File: config.mk
export PLATFORM = sky130hd
export DESIGN_NAME = calendar_date_arithmetic_top
export DESIGN_NICKNAME = d
export VERILOG_FILES = /design/src/design/cda_pkg.sv /design/src/design/calendar_date_arithmetic_top.sv /design/src/design/cda_year_mod.sv
export VERILOG_INCLUDE_DIRS = /design/src /design/src/design
export SDC_FILE = /design/constraint.sdc
export NUM_CORES = 1
export LEC_CHECK = 0
export BUFFER_PORTS_ARGS = -buffer_cell sky130_fd_sc_hd__buf_2
export CORE_ASPECT_RATIO = 1.25
export CORE_MARGIN = 1
export CORE_UTILIZATION = 63
export CTS_CLUSTER_DIAMETER = 80
export DETAILED_ROUTE_END_ITERATION = 10
export PLACE_DENSITY = 0.92
export SLEW_MARGIN = 10
export SYNTH_ARGS = -nofsm -noshare
export SYNTH_HDL_FRONTEND = slang
export SYNTH_HIERARCHICAL = 1
export SYNTH_SLANG_ARGS = --single-unit
File: constraint.sdc
create_clock -name clock -period 6 [get_ports clock]
set_input_delay 0.3 -clock clock [delete_from_list [all_inputs] [get_ports clock]]
set_output_delay 0.3 -clock clock [all_outputs]
set_load 0.01 [all_outputs]
File: src/design/calendar_date_arithmetic_top_macros.svh
// Assertion macros shared by the calendar date arithmetic block.
`ifndef CALENDAR_DATE_ARITHMETIC_TOP_MACROS_SVH
`define CALENDAR_DATE_ARITHMETIC_TOP_MACROS_SVH

// Implication checked at every rising clock edge outside reset.
`define CDA_ASSERT_IMPLIES(lbl, ante, cons) \
   lbl: assert property (@(posedge clock) disable iff (reset) (ante) |-> (cons)) \
      else $error("assertion failed");

// Implication whose consequent is checked in the following cycle.
`define CDA_ASSERT_NEXT(lbl, ante, cons) \
   lbl: assert property (@(posedge clock) disable iff (reset) (ante) |=> (cons)) \
      else $error("assertion failed");

// Invariant checked at every rising clock edge outside reset.
`define CDA_ASSERT_ALWAYS(lbl, cond) \
   lbl: assert property (@(posedge clock) disable iff (reset) (cond)) \
      else $error("assertion failed");

`endif

File: src/design/cda_pkg.sv
// Types, constants and calendar helper functions of the date arithmetic block.
`default_nettype none
package cda_pkg;

   localparam int YEAR_WIDTH  = 16;
   localparam int COUNT_WIDTH = 15;
   localparam int DAY_WIDTH   = COUNT_WIDTH + 2;

   // Reciprocal of 100 scaled by 2^(YEAR_WIDTH+7); exact for every year of YEAR_WIDTH bits.
   localparam int RECIP_SHIFT  = YEAR_WIDTH + 7;
   localparam int RECIP_WIDTH  = YEAR_WIDTH + 1;
   localparam int RECIP_PROD_W = YEAR_WIDTH + RECIP_WIDTH;
   localparam int QUOT_WIDTH   = YEAR_WIDTH - 6;
   localparam logic [RECIP_WIDTH-1:0] RECIP_100 =
      RECIP_WIDTH'(((64'd1 << RECIP_SHIFT) / 64'd100) + 64'd1);

   localparam logic [YEAR_WIDTH-1:0] YEAR_MAX = {YEAR_WIDTH{1'b1}};
   localparam logic [YEAR_WIDTH-1:0] YEAR_MIN = YEAR_WIDTH'(1);

   localparam logic [1:0] REQ_SET     = 2'd0;
   localparam logic [1:0] REQ_ADD     = 2'd1;
   localparam logic [1:0] REQ_SUB     = 2'd2;
   localparam logic [1:0] REQ_COMPARE = 2'd3;

   localparam logic [3:0] MONTH_JAN = 4'd1;
   localparam logic [3:0] MONTH_FEB = 4'd2;
   localparam logic [3:0] MONTH_APR = 4'd4;
   localparam logic [3:0] MONTH_JUN = 4'd6;
   localparam logic [3:0] MONTH_SEP = 4'd9;
   localparam logic [3:0] MONTH_NOV = 4'd11;
   localparam logic [3:0] MONTH_DEC = 4'd12;

   localparam logic [4:0] DAYS_31 = 5'd31;
   localparam logic [4:0] DAYS_30 = 5'd30;
   localparam logic [4:0] DAYS_29 = 5'd29;
   localparam logic [4:0] DAYS_28 = 5'd28;

   localparam logic [6:0] MOD100_LAST = 7'd99;

   // Year residue: year mod 100 and (year / 100) mod 4.
   typedef struct packed {
      logic       done;
      logic [6:0] mod100;
      logic [1:0] cent;
   } cda_mod_result_type;

   function automatic logic is_leap(input logic [1:0] low_bits, input logic [6:0] mod100,
                                    input logic [1:0] cent);
      is_leap = (low_bits == 2'd0) && ((mod100 != 7'd0) || (cent == 2'd0));
   endfunction

   function automatic logic [4:0] month_len(input logic [3:0] month, input logic leap);
      logic [4:0] len;
      len = DAYS_31;
      if (month == MONTH_FEB) begin
         len = leap ? DAYS_29 : DAYS_28;
      end else if ((month == MONTH_APR) || (month == MONTH_JUN) ||
                   (month == MONTH_SEP) || (month == MONTH_NOV)) begin
         len = DAYS_30;
      end
      month_len = len;
   endfunction

endpackage
`default_nettype wire

File: src/design/calendar_date_arithmetic_top.sv
// Gregorian date register with set, add days, subtract days and compare requests.
// One request is taken at a time and answered by one result beat. A set passes
// through the reciprocal-multiply unit that finds the new year's remainder modulo
// 100 and its century phase for the leap rule. Add and subtract walk one month per
// cycle through a single add/compare unit.
// A new request is accepted while an earlier result still waits on the output.
`default_nettype none
`include "calendar_date_arithmetic_top_macros.svh"
module calendar_date_arithmetic_top
   import cda_pkg::*;
(
   input  wire logic                   clock,
   input  wire logic                   reset,
   input  wire logic                   req_valid,
   output logic                        req_ready,
   input  wire logic [1:0]             req_type,
   input  wire logic [4:0]             req_given_day,
   input  wire logic [3:0]             req_given_month,
   input  wire logic [YEAR_WIDTH-1:0]  req_given_year,
   input  wire logic [COUNT_WIDTH-1:0] req_day_count,
   output logic                        rsp_valid,
   input  wire logic                   rsp_ready,
   output logic [4:0]                  rsp_out_day,
   output logic [3:0]                  rsp_out_month,
   output logic [YEAR_WIDTH-1:0]       rsp_out_year,
   output logic                        rsp_leap_year,
   output logic                        rsp_earlier,
   output logic                        rsp_same_day_month,
   output logic                        rsp_same_date,
   output logic                        rsp_range_error
);

   localparam logic [2:0] ST_IDLE = 3'd0;
   localparam logic [2:0] ST_SET  = 3'd1;
   localparam logic [2:0] ST_ADD  = 3'd2;
   localparam logic [2:0] ST_SUB  = 3'd3;
   localparam logic [2:0] ST_DONE = 3'd4;

   logic [2:0]                   state_ff, state_in;
   logic [4:0]                   cur_day_ff, cur_day_in;
   logic [3:0]                   cur_month_ff, cur_month_in;
   logic [YEAR_WIDTH-1:0]        cur_year_ff, cur_year_in;
   logic [6:0]                   cur_mod100_ff, cur_mod100_in;
   logic [1:0]                   cur_cent_ff, cur_cent_in;
   logic signed [DAY_WIDTH-1:0]  wd_ff, wd_in;
   logic [3:0]                   wm_ff, wm_in;
   logic [YEAR_WIDTH-1:0]        wy_ff, wy_in;
   logic [6:0]                   wmod_ff, wmod_in;
   logic [1:0]                   wcent_ff, wcent_in;
   logic                         earlier_ff, earlier_in;
   logic                         same_dm_ff, same_dm_in;
   logic                         same_all_ff, same_all_in;
   logic                         rerr_ff, rerr_in;
   logic                         rsp_valid_ff, rsp_valid_in;
   logic [4:0]                   rsp_day_ff, rsp_day_in;
   logic [3:0]                   rsp_month_ff, rsp_month_in;
   logic [YEAR_WIDTH-1:0]        rsp_year_ff, rsp_year_in;
   logic                         rsp_leap_ff, rsp_leap_in;
   logic                         rsp_earlier_ff, rsp_earlier_in;
   logic                         rsp_same_dm_ff, rsp_same_dm_in;
   logic                         rsp_same_all_ff, rsp_same_all_in;
   logic                         rsp_rerr_ff, rsp_rerr_in;

   logic                         accept;
   logic                         mod_start;
   cda_mod_result_type           mod_res;
   logic                         work_leap;
   logic                         set_leap;
   logic [4:0]                   set_lim;
   logic [4:0]                   cur_len;
   logic [4:0]                   prev_len;
   logic signed [DAY_WIDTH-1:0]  cur_len_s;
   logic signed [DAY_WIDTH-1:0]  prev_len_s;
   logic [4:0]                   clamp_day;
   logic [3:0]                   clamp_month;
   logic [YEAR_WIDTH-1:0]        clamp_year;

   assign req_ready = (state_ff == ST_IDLE);
   assign accept    = req_valid && req_ready;
   assign mod_start = accept && (req_type == REQ_SET);

   cda_year_mod u_year_mod (
      .clock  (clock),
      .reset  (reset),
      .start  (mod_start),
      .year   (clamp_year),
      .result (mod_res)
   );

   always_comb begin
      clamp_day   = (req_given_day == 5'd0) ? 5'd1 : req_given_day;
      clamp_month = (req_given_month == 4'd0) ? MONTH_JAN :
                    ((req_given_month > MONTH_DEC) ? MONTH_DEC : req_given_month);
      clamp_year  = (req_given_year == '0) ? YEAR_MIN : req_given_year;
   end

   // The shared step unit: length of the working month and of the month before it, and the set day limit.
   always_comb begin
      work_leap  = is_leap(wy_ff[1:0], wmod_ff, wcent_ff);
      cur_len    = month_len(wm_ff, work_leap);
      prev_len   = (wm_ff == MONTH_JAN) ? DAYS_31 : month_len(wm_ff - 4'd1, work_leap);
      cur_len_s  = signed'({{(DAY_WIDTH-5){1'b0}}, cur_len});
      prev_len_s = signed'({{(DAY_WIDTH-5){1'b0}}, prev_len});
      set_leap   = is_leap(wy_ff[1:0], mod_res.mod100, mod_res.cent);
      set_lim    = month_len(wm_ff, set_leap);
   end

   always_comb begin
      state_in        = state_ff;
      cur_day_in      = cur_day_ff;
      cur_month_in    = cur_month_ff;
      cur_year_in     = cur_year_ff;
      cur_mod100_in   = cur_mod100_ff;
      cur_cent_in     = cur_cent_ff;
      wd_in           = wd_ff;
      wm_in           = wm_ff;
      wy_in           = wy_ff;
      wmod_in         = wmod_ff;
      wcent_in        = wcent_ff;
      earlier_in      = earlier_ff;
      same_dm_in      = same_dm_ff;
      same_all_in     = same_all_ff;
      rerr_in         = rerr_ff;
      rsp_valid_in    = rsp_valid_ff && !rsp_ready;
      rsp_day_in      = rsp_day_ff;
      rsp_month_in    = rsp_month_ff;
      rsp_year_in     = rsp_year_ff;
      rsp_leap_in     = rsp_leap_ff;
      rsp_earlier_in  = rsp_earlier_ff;
      rsp_same_dm_in  = rsp_same_dm_ff;
      rsp_same_all_in = rsp_same_all_ff;
      rsp_rerr_in     = rsp_rerr_ff;

      unique case (state_ff)
         ST_IDLE: begin
            if (accept) begin
               earlier_in  = 1'b0;
               same_dm_in  = 1'b0;
               same_all_in = 1'b0;
               rerr_in     = 1'b0;
               wm_in       = cur_month_ff;
               wy_in       = cur_year_ff;
               wmod_in     = cur_mod100_ff;
               wcent_in    = cur_cent_ff;
               unique case (req_type)
                  REQ_SET: begin
                     wd_in    = DAY_WIDTH'(clamp_day);
                     wm_in    = clamp_month;
                     wy_in    = clamp_year;
                     state_in = ST_SET;
                  end
                  REQ_ADD: begin
                     wd_in    = DAY_WIDTH'(cur_day_ff) + DAY_WIDTH'(req_day_count);
                     state_in = ST_ADD;
                  end
                  REQ_SUB: begin
                     wd_in    = DAY_WIDTH'(cur_day_ff) - DAY_WIDTH'(req_day_count);
                     state_in = ST_SUB;
                  end
                  REQ_COMPARE: begin
                     same_dm_in  = (cur_day_ff == req_given_day) &&
                                   (cur_month_ff == req_given_month);
                     same_all_in = same_dm_in && (cur_year_ff == req_given_year);
                     earlier_in  = (cur_year_ff < req_given_year) ||
                                   ((cur_year_ff == req_given_year) &&
                                    ((cur_month_ff < req_given_month) ||
                                     ((cur_month_ff == req_given_month) &&
                                      (cur_day_ff < req_given_day))));
                     state_in    = ST_DONE;
                  end
                  default: state_in = ST_DONE;
               endcase
            end
         end
         ST_SET: begin
            if (mod_res.done) begin
               cur_day_in    = (wd_ff[4:0] > set_lim) ? set_lim : wd_ff[4:0];
               cur_month_in  = wm_ff;
               cur_year_in   = wy_ff;
               cur_mod100_in = mod_res.mod100;
               cur_cent_in   = mod_res.cent;
               state_in      = ST_DONE;
            end
         end
         ST_ADD: begin
            if (wd_ff > cur_len_s) begin
               if (wm_ff == MONTH_DEC) begin
                  if (wy_ff == YEAR_MAX) begin
                     rerr_in  = 1'b1;
                     state_in = ST_DONE;
                  end else begin
                     wd_in = wd_ff - cur_len_s;
                     wm_in = MONTH_JAN;
                     wy_in = wy_ff + 1'b1;
                     if (wmod_ff == MOD100_LAST) begin
                        wmod_in  = '0;
                        wcent_in = wcent_ff + 1'b1;
                     end else begin
                        wmod_in = wmod_ff + 1'b1;
                     end
                  end
               end else begin
                  wd_in = wd_ff - cur_len_s;
                  wm_in = wm_ff + 4'd1;
               end
            end else begin
               cur_day_in    = wd_ff[4:0];
               cur_month_in  = wm_ff;
               cur_year_in   = wy_ff;
               cur_mod100_in = wmod_ff;
               cur_cent_in   = wcent_ff;
               state_in      = ST_DONE;
            end
         end
         ST_SUB: begin
            if (wd_ff <= 0) begin
               if (wm_ff == MONTH_JAN) begin
                  if (wy_ff == YEAR_MIN) begin
                     rerr_in  = 1'b1;
                     state_in = ST_DONE;
                  end else begin
                     // December is 31 days whatever the year.
                     wd_in = wd_ff + prev_len_s;
                     wm_in = MONTH_DEC;
                     wy_in = wy_ff - 1'b1;
                     if (wmod_ff == '0) begin
                        wmod_in  = MOD100_LAST;
                        wcent_in = wcent_ff - 1'b1;
                     end else begin
                        wmod_in = wmod_ff - 1'b1;
                     end
                  end
               end else begin
                  wd_in = wd_ff + prev_len_s;
                  wm_in = wm_ff - 4'd1;
               end
            end else begin
               cur_day_in    = wd_ff[4:0];
               cur_month_in  = wm_ff;
               cur_year_in   = wy_ff;
               cur_mod100_in = wmod_ff;
               cur_cent_in   = wcent_ff;
               state_in      = ST_DONE;
            end
         end
         ST_DONE: begin
            if (!rsp_valid_ff || rsp_ready) begin
               rsp_valid_in    = 1'b1;
               rsp_day_in      = cur_day_ff;
               rsp_month_in    = cur_month_ff;
               rsp_year_in     = cur_year_ff;
               rsp_leap_in     = is_leap(cur_year_ff[1:0], cur_mod100_ff, cur_cent_ff);
               rsp_earlier_in  = earlier_ff;
               rsp_same_dm_in  = same_dm_ff;
               rsp_same_all_in = same_all_ff;
               rsp_rerr_in     = rerr_ff;
               state_in        = ST_IDLE;
            end
         end
         default: state_in = ST_IDLE;
      endcase
   end

   always_ff @(posedge clock) begin
      if (reset) begin
         state_ff      <= ST_IDLE;
         cur_day_ff    <= 5'd1;
         cur_month_ff  <= MONTH_JAN;
         cur_year_ff   <= YEAR_MIN;
         cur_mod100_ff <= 7'd1;
         cur_cent_ff   <= 2'd0;
         rsp_valid_ff  <= 1'b0;
      end else begin
         state_ff      <= state_in;
         cur_day_ff    <= cur_day_in;
         cur_month_ff  <= cur_month_in;
         cur_year_ff   <= cur_year_in;
         cur_mod100_ff <= cur_mod100_in;
         cur_cent_ff   <= cur_cent_in;
         rsp_valid_ff  <= rsp_valid_in;
      end
      wd_ff           <= wd_in;
      wm_ff           <= wm_in;
      wy_ff           <= wy_in;
      wmod_ff         <= wmod_in;
      wcent_ff        <= wcent_in;
      earlier_ff      <= earlier_in;
      same_dm_ff      <= same_dm_in;
      same_all_ff     <= same_all_in;
      rerr_ff         <= rerr_in;
      rsp_day_ff      <= rsp_day_in;
      rsp_month_ff    <= rsp_month_in;
      rsp_year_ff     <= rsp_year_in;
      rsp_leap_ff     <= rsp_leap_in;
      rsp_earlier_ff  <= rsp_earlier_in;
      rsp_same_dm_ff  <= rsp_same_dm_in;
      rsp_same_all_ff <= rsp_same_all_in;
      rsp_rerr_ff     <= rsp_rerr_in;
   end

   assign rsp_valid          = rsp_valid_ff;
   assign rsp_out_day        = rsp_day_ff;
   assign rsp_out_month      = rsp_month_ff;
   assign rsp_out_year       = rsp_year_ff;
   assign rsp_leap_year      = rsp_leap_ff;
   assign rsp_earlier        = rsp_earlier_ff;
   assign rsp_same_day_month = rsp_same_dm_ff;
   assign rsp_same_date      = rsp_same_all_ff;
   assign rsp_range_error    = rsp_rerr_ff;

   `CDA_ASSERT_NEXT(a_busy_after_accept, accept, !req_ready)
   `CDA_ASSERT_ALWAYS(a_date_legal, (cur_day_ff != 5'd0) && (cur_month_ff != 4'd0) &&
      (cur_month_ff <= MONTH_DEC) && (cur_year_ff != '0))
   `CDA_ASSERT_IMPLIES(a_error_not_compare, rsp_valid, !(rsp_range_error &&
      (rsp_earlier || rsp_same_day_month)))
   `CDA_ASSERT_IMPLIES(a_same_date_implies_dm, rsp_valid && rsp_same_date, rsp_same_day_month)

endmodule
`default_nettype wire

File: src/design/cda_year_mod.sv
// Reduction of a year into year mod 100 and its century phase by reciprocal multiply.
`default_nettype none
module cda_year_mod
   import cda_pkg::*;
(
   input  wire logic                  clock,
   input  wire logic                  reset,
   input  wire logic                  start,
   input  wire logic [YEAR_WIDTH-1:0] year,
   output cda_mod_result_type         result
);

   localparam logic [YEAR_WIDTH-1:0] CENTURY = YEAR_WIDTH'(100);

   logic                    stage_ff, stage_in;
   logic                    done_ff, done_in;
   logic [YEAR_WIDTH-1:0]   year_ff, year_in;
   logic [QUOT_WIDTH-1:0]   quot_ff, quot_in;
   logic [6:0]              mod100_ff, mod100_in;
   logic [1:0]              cent_ff, cent_in;
   logic [RECIP_PROD_W-1:0] product;
   logic [YEAR_WIDTH-1:0]   hundreds;
   logic [6:0]              rest;

   // The quotient year / 100 is registered first, then the remainder and the century phase from it.
   always_comb begin
      product   = RECIP_PROD_W'(year) * RECIP_PROD_W'(RECIP_100);
      hundreds  = YEAR_WIDTH'(quot_ff) * CENTURY;
      rest      = 7'(year_ff - hundreds);
      stage_in  = start;
      done_in   = stage_ff;
      year_in   = start ? year : year_ff;
      quot_in   = start ? product[RECIP_PROD_W-1:RECIP_SHIFT] : quot_ff;
      mod100_in = stage_ff ? rest : mod100_ff;
      cent_in   = stage_ff ? quot_ff[1:0] : cent_ff;
   end

   always_ff @(posedge clock) begin
      if (reset) begin
         stage_ff <= 1'b0;
         done_ff  <= 1'b0;
      end else begin
         stage_ff <= stage_in;
         done_ff  <= done_in;
      end
      year_ff   <= year_in;
      quot_ff   <= quot_in;
      mod100_ff <= mod100_in;
      cent_ff   <= cent_in;
   end

   always_comb begin
      result.done   = done_ff;
      result.mod100 = mod100_ff;
      result.cent   = cent_ff;
   end

endmodule
`default_nettype wire

==> Word level (Yosys, flattened, before mapping) <==
Cells that the tools add are included.
{ "word_totals": {"register_bits": 146, "output_inout_bits": 32, "wordCells": 249} }
{ "classes": {"add_sub_neg": 13, "n_mul": 2, "order_cmp": 7, "n_eq_ne": 47, "muxes": 101, "reduce_logical": 49} }
{ "ops": {"columns": ["cell", "n"], "rows": [
  ["16-bit 2-to-1 mux", 12],
  ["17-bit 2-to-1 mux", 7],
  ["17-bit case mux with 3 select lines", 2],
  ["16-bit case mux with 3 select lines", 2],
  ["7-bit 2-to-1 mux", 12],
  ["4-bit 2-to-1 mux", 13],
  ["7-bit case mux with 3 select lines", 2],
  ["5-bit 2-to-1 mux", 7],
  ["16-bit by 17-bit multiplier with 33-bit output, second input constant", 1],
  ["2-bit 2-to-1 mux", 14],
  ["3-bit 2-to-1 mux", 9],
  ["2-bit != test, second input constant", 13],
  ["4-bit case mux with 3 select lines", 2],
  ["7-bit nonzero test", 3],
  ["4-bit == test, second input constant", 5],
  ["3-bit != test, second input constant", 6],
  ["17-bit by 6-bit adder with 17-bit output", 1],
  ["17-bit by 6-bit greater-than comparator with 1-bit output", 1],
  ["17-bit by 1-bit <= comparator with 1-bit output, second input constant", 1],
  ["17-bit by 6-bit subtractor with 17-bit output", 1],
  ["16-bit by 1-bit adder with 16-bit output, second input constant", 1],
  ["5-bit by 15-bit adder with 16-bit output", 1],
  ["16-bit by 1-bit == test with 1-bit output, second input constant", 1],
  ["16-bit == test", 1],
  ["51 further kinds", 101]
]} }

==> Logic depth before layout (Yosys ltp) <==
{ "logic_depth": {"depth_word": 13, "mapped_depth": 20} }

==> By module <==
The synthesis kept the hierarchy.
{ "modules_own_cells": {"columns": ["mod", "instances", "cells_per_inst", "area_each_um2", "seq_area_each_um2"], "rows": [
  ["calendar_date_arithmetic_top", 1, 969, 8565.7, 3163.0],
  ["cda_year_mod", 1, 514, 5366.4, 670.6]
]} }

==> Worst setup path before layout <==
Ideal clock, no wire load.
{ "synth_timing": {"path_type": "input port to flip-flop", "startpoint": "input port req_given_year[13]", "endpoint": "register u_year_mod.quot_ff[3], data pin", "arrival_ns": 5.215, "required_ns": 5.735, "path_slack_ns": 0.520, "cell_stages": 18, "n_path_buf": 1, "cell_sequence": "clkbuf_1 > fa_1 > inv_1 > fa_1 > inv_1 > fa_1 > fa_1 > fa_1 > inv_1 > fa_1 > inv_1 > ha_1 > o21ai_0 > a2111oi_1 > o41ai_1 > nand3_1 > nor4b_1 > or3_1"} }
{ "synth_via": {"elab_chain_len": 3} }
{ "synth_rtl": {"columns": ["item", "line_no", "source"], "rows": [
  ["from (decl)", "calendar_date_arithmetic_top.sv:19", "input wire logic [YEAR_WIDTH-1:0] req_given_year,"],
  ["16-bit zero test", "calendar_date_arithmetic_top.sv:94", "clamp_year = (req_given_year == '0) ? YEAR_MIN : req_given_year;"],
  ["16-bit 2-to-1 mux *", "calendar_date_arithmetic_top.sv:94", null],
  ["16-bit by 17-bit multiplier with 33-bit output *", "cda_year_mod.sv:27", "product = RECIP_PROD_W'(year) * RECIP_PROD_W'(RECIP_100);"],
  ["named net u_year_mod.product[26]", "cda_year_mod.sv:21", "logic [RECIP_PROD_W-1:0] product;"],
  ["to (signal assigned)", "cda_year_mod.sv:47", "quot_ff <= quot_in;"],
  ["to (decl)", "cda_year_mod.sv:18", "logic [QUOT_WIDTH-1:0] quot_ff, quot_in;"]
]} }
The timed path passes the listed nets; every way through them passes the cells marked *.
A chain may end at the register's enable or synchronous reset.

==> Worst setup path after layout <==
Ends and elaborated chain as after synthesis.

==> results.txt <==
status -> complete, no violations
FILL cells -> 1491
Worst Tran Pin Value -> 969.4 ps
Placed Cells -> 1781
number of top-level pins -> 78
CP peak stage delay -> 590 ps
top cells by area, synth -> edfxtp_1, ha_1, fa_1
Fin. Hold Viols -> 0
number of remaining DRC errors -> 0
peak supply drop -> 0.6275 mV
Compound-Gate Fraction of Synth Area -> 15.34%
Post-DP Area -> 14500 um2
initial antenna violation count -> 0
clock latency on the worst-skew pair -> 430 ps
H-tree level count -> 4
number of global-route vias before repair -> 11845
Synth Area in Adders -> 29.78%
fin worst setup slack -> 580.1 ps
Core ar. -> 21620 um2
Num CTS Buffers -> 17
Post-DRT Antenna Nets -> 0
ys async rst share -> 0%
Worst-path clk slew -> 60 ps
internal reg-to-reg setup slack -> 1520 ps
PwrDens -> 531.6 nW/um2
Synth top area share -> 21.77%
Final Instance Area -> 15100 um2
total congestion overflow -> 0
Core Rows -> 60
GRT Total Usage -> 33.83%
first-pass GRT wire length -> 59740 um
number of flops mapped to enable cells by yosys -> 101
Syn Std Cell Area -> 13930 um2
RSZ-0062 raised after global routing -> false
Max Cap Viol -> 0
Final Wtd Congestion -> 0.9707
yosys warns -> 6
Cell Count, Final, Fillers Out -> 1813
Clock Path Buffers -> 2
Final Routed Wirelength -> 37160 um
final period demand of the worst path -> 5420 ps
Avg Cell Area, Syn -> 9.395 um2
largest family of logic cells by synthesized area -> adder cells
highest clock rate -> 184.5 MHz
crit path launch type -> primary input
chip height -> 168.3 um
Post-CTS Setup Inserts -> 0
crit-path max FO -> 8
Hold Crit Class -> primary input to flip-flop
slew margin rel. -> 33.70%
CTS tree -> built
cell at the root of the clock tree -> clkbuf_16
initial DRC count -> 1514
setup TNS after final layout -> 0 ps
number of synthesized register bits -> 141
Worst EP required -> 6170 ps
via count -> 11801
largest net degree at the start of global routing -> 44
CP most frequent cell -> fa_1
number of port buffers -> 77
wire per inst -> 20.50 um
PostCTS Resize Cnt -> 0
hold buffer count at cts -> 0
Synth area leader -> edfxtp_1
period utilization -> 90.33%
crit path cell chain -> buf_2 -> fa_1 -> inv_1 -> fa_1 -> inv_1 -> fa_1 -> fa_1 -> fa_1 -> inv_1 -> fa_1 -> inv_1 -> ha_1 -> o21ai_0 -> a2111oi_1 -> o41ai_1 -> nand3_1 -> nor4b_1 -> or3_1
vias per cell -> 6.509
Cells after Synth -> 1483
multiplexer share of the synthesized area -> 1.590%
CP max stage cell -> fa_1
worst path arrival time -> 5590 ps
crit end category -> flip-flop
placed wire-length estimate -> 28080 um
Post-Synth Simple-Gate Area -> 13.16%
dpl ws -> 172.3 ps
initial core utilization -> 64.44%
synthesis-to-finish area growth -> 8.388%
die width -> 135.0 um
Slew Limit Fails -> 0
Post-Syn Nets -> 1800
Final Net Count -> 1838
top_reg_cell synth -> edfxtp_1
layout cells sized above 1 -> 10.30%
Setup CP Type -> primary input to flip-flop
CP top delay family -> adder cells
count of final setup violators -> 0
First-pass DRT Iterations -> 6
ANT cells -> 0
register area share after synthesis -> 27.52%
Post-Synth XOR/XNOR Area -> 4.149%
Static Leak -> 6.702 nW
Buf/Inv on CP -> 5
overall power -> 8.028 mW
CTS sink cnt -> 141
Max Clock Skew -> 11.18 ps
Yosys cell types -> 81
die footprint -> 22720 um2
worst register-to-register path: cells and delay by family (launching register included):
| kind | cells | cell delay (ps) |
|---|---|---|
| AND/OR/NAND/NOR | 6 | 2230 |
| AO/OA/AOI/OAI | 4 | 970 |
| flip-flops | 1 | 530 |
| adder cells (fa/ha/maj) | 2 | 460 |
| buffers and inverters | 1 | 130 |
through the flow:
step | util [%] | hold slack [ps]
final | 69.84 | 270.6
after global routing | 69.84 | 272.7
after CTS | 69.84 | 255.6
after detailed placement | 67.05 | 405.2
after global placement | 67.05 | 401.1
after floorplan | - | 371.6
per-layer routing:
| metal | GRT usage (%) | up-vias | wire length, um |
|---|---|---|---|
| met1 | 39.54 | 5565 | 13220 |
| met5 | 0 | - | 0 |
| met3 | 5.842 | 209 | 3140 |
| met2 | 57.58 | 767 | 18370 |
| li1 | - | 5260 | - |
| met4 | 20.86 | 0 | 2434 |
power breakdown:
group / internal [mW] / switching (mW) / total, mW
combinational: 2.05 / 3.01 / 5.07
sequential: 1.47 / 0.403 / 1.88
clock: 0.629 / 0.455 / 1.08
total: 4.16 / 3.87 / 8.03
cell usage in the layout, fill, tap and decap left out, types with 27 or more instances in the layout:
master    synthesis  layout
inv_1           226     226
ha_1            170     170
fa_1            101     101
edfxtp_1        101     101
a21oi_1         100     100
nand2_1          86      86
buf_2             7      77
nor2_1           67      66
o21ai_0          55      55
nand3_1          48      48
dfxtp_1          40      40
xnor2_1          36      36
xor2_1           30      30
nor3_1           28      27
state kept, by name (all words and copies together), names as in the netlist, 2 cells and up:
| signal | count |
|---|---|
| rsp_out_month | 4 |
| u_year_mod/quot_ff | 5 |
| rsp_out_day | 5 |
| rsp_out_year | 16 |
| u_year_mod/year_ff | 7 |
| cur_mod100_ff | 7 |
| u_year_mod/mod100_ff | 7 |
| cur_day_ff | 5 |
| cur_month_ff | 4 |
| wy_ff | 16 |
| cur_year_ff | 16 |
| u_year_mod/cent_ff | 2 |
| wm_ff | 4 |
| state_ff | 3 |
| wcent_ff | 2 |
| wmod_ff | 7 |
| cur_cent_ff | 2 |
| wd_ff | 17 |
synthesized netlist by cell type (4+ instances only):
library cell and number:
o31ai_1 5, a21o_1 10, a31oi_1 9, o21a_1 10, nand2_1 86, o22ai_1 7
nor2_1 67, xnor2_1 36, a22oi_1 10, or2_2 4, nand3_1 48, a311oi_2 4
fa_1 101, a221oi_1 5, or3_1 4, nor3b_1 6, a211oi_1 17, o211ai_1 11
a311oi_1 7, a41oi_1 4, inv_1 226, and4_1 7, o21ai_0 55, o221ai_1 7
o21ai_1 23, mux2i_1 21, o31a_1 5, edfxtp_1 101, and2_1 7, and3_1 12
clkbuf_1 59, nand2b_1 8, ha_1 170, nor2b_1 24, buf_1 8, nand4_1 15
nor3_1 28, xor2_1 30, buf_2 7, nor4_1 21, dfxtp_1 40, a21oi_1 100
cells by family (layout without fill, tap and decap cells):
kind of cell             count (synthesis)  after routing
buffers and inverters                  304            355
multiplexers                            22             22
AO/OA/AOI/OAI                          325            325
adder cells (fa/ha/maj)                271            271
AND/OR/NAND/NOR                        354            354
flip-flops                             141            141
XOR/XNOR                                66             66
layout make-up:
cell class	instances	area, um2	area share [%]
inverter	226	848.3	5.618
multi-input combinational	1038	8931	59.14
clock buffer	17	425.4	2.817
sequential	141	3834	25.39
clock inverter	15	177.7	1.177
tap	279	349.1	2.312
timing repair buffer	97	535.5	3.546
final timing paths:
path                 startpoint                    end  cells after the start
max          req_given_year[13]  u_year_mod/quot_ff[3]                     18
min                   rsp_ready            state_ff[2]                      4
max reg2reg          wmod_ff[0]         cur_year_ff[1]                     13
min reg2reg          earlier_ff            rsp_earlier                      0
(Power assumes the default switching activity.)
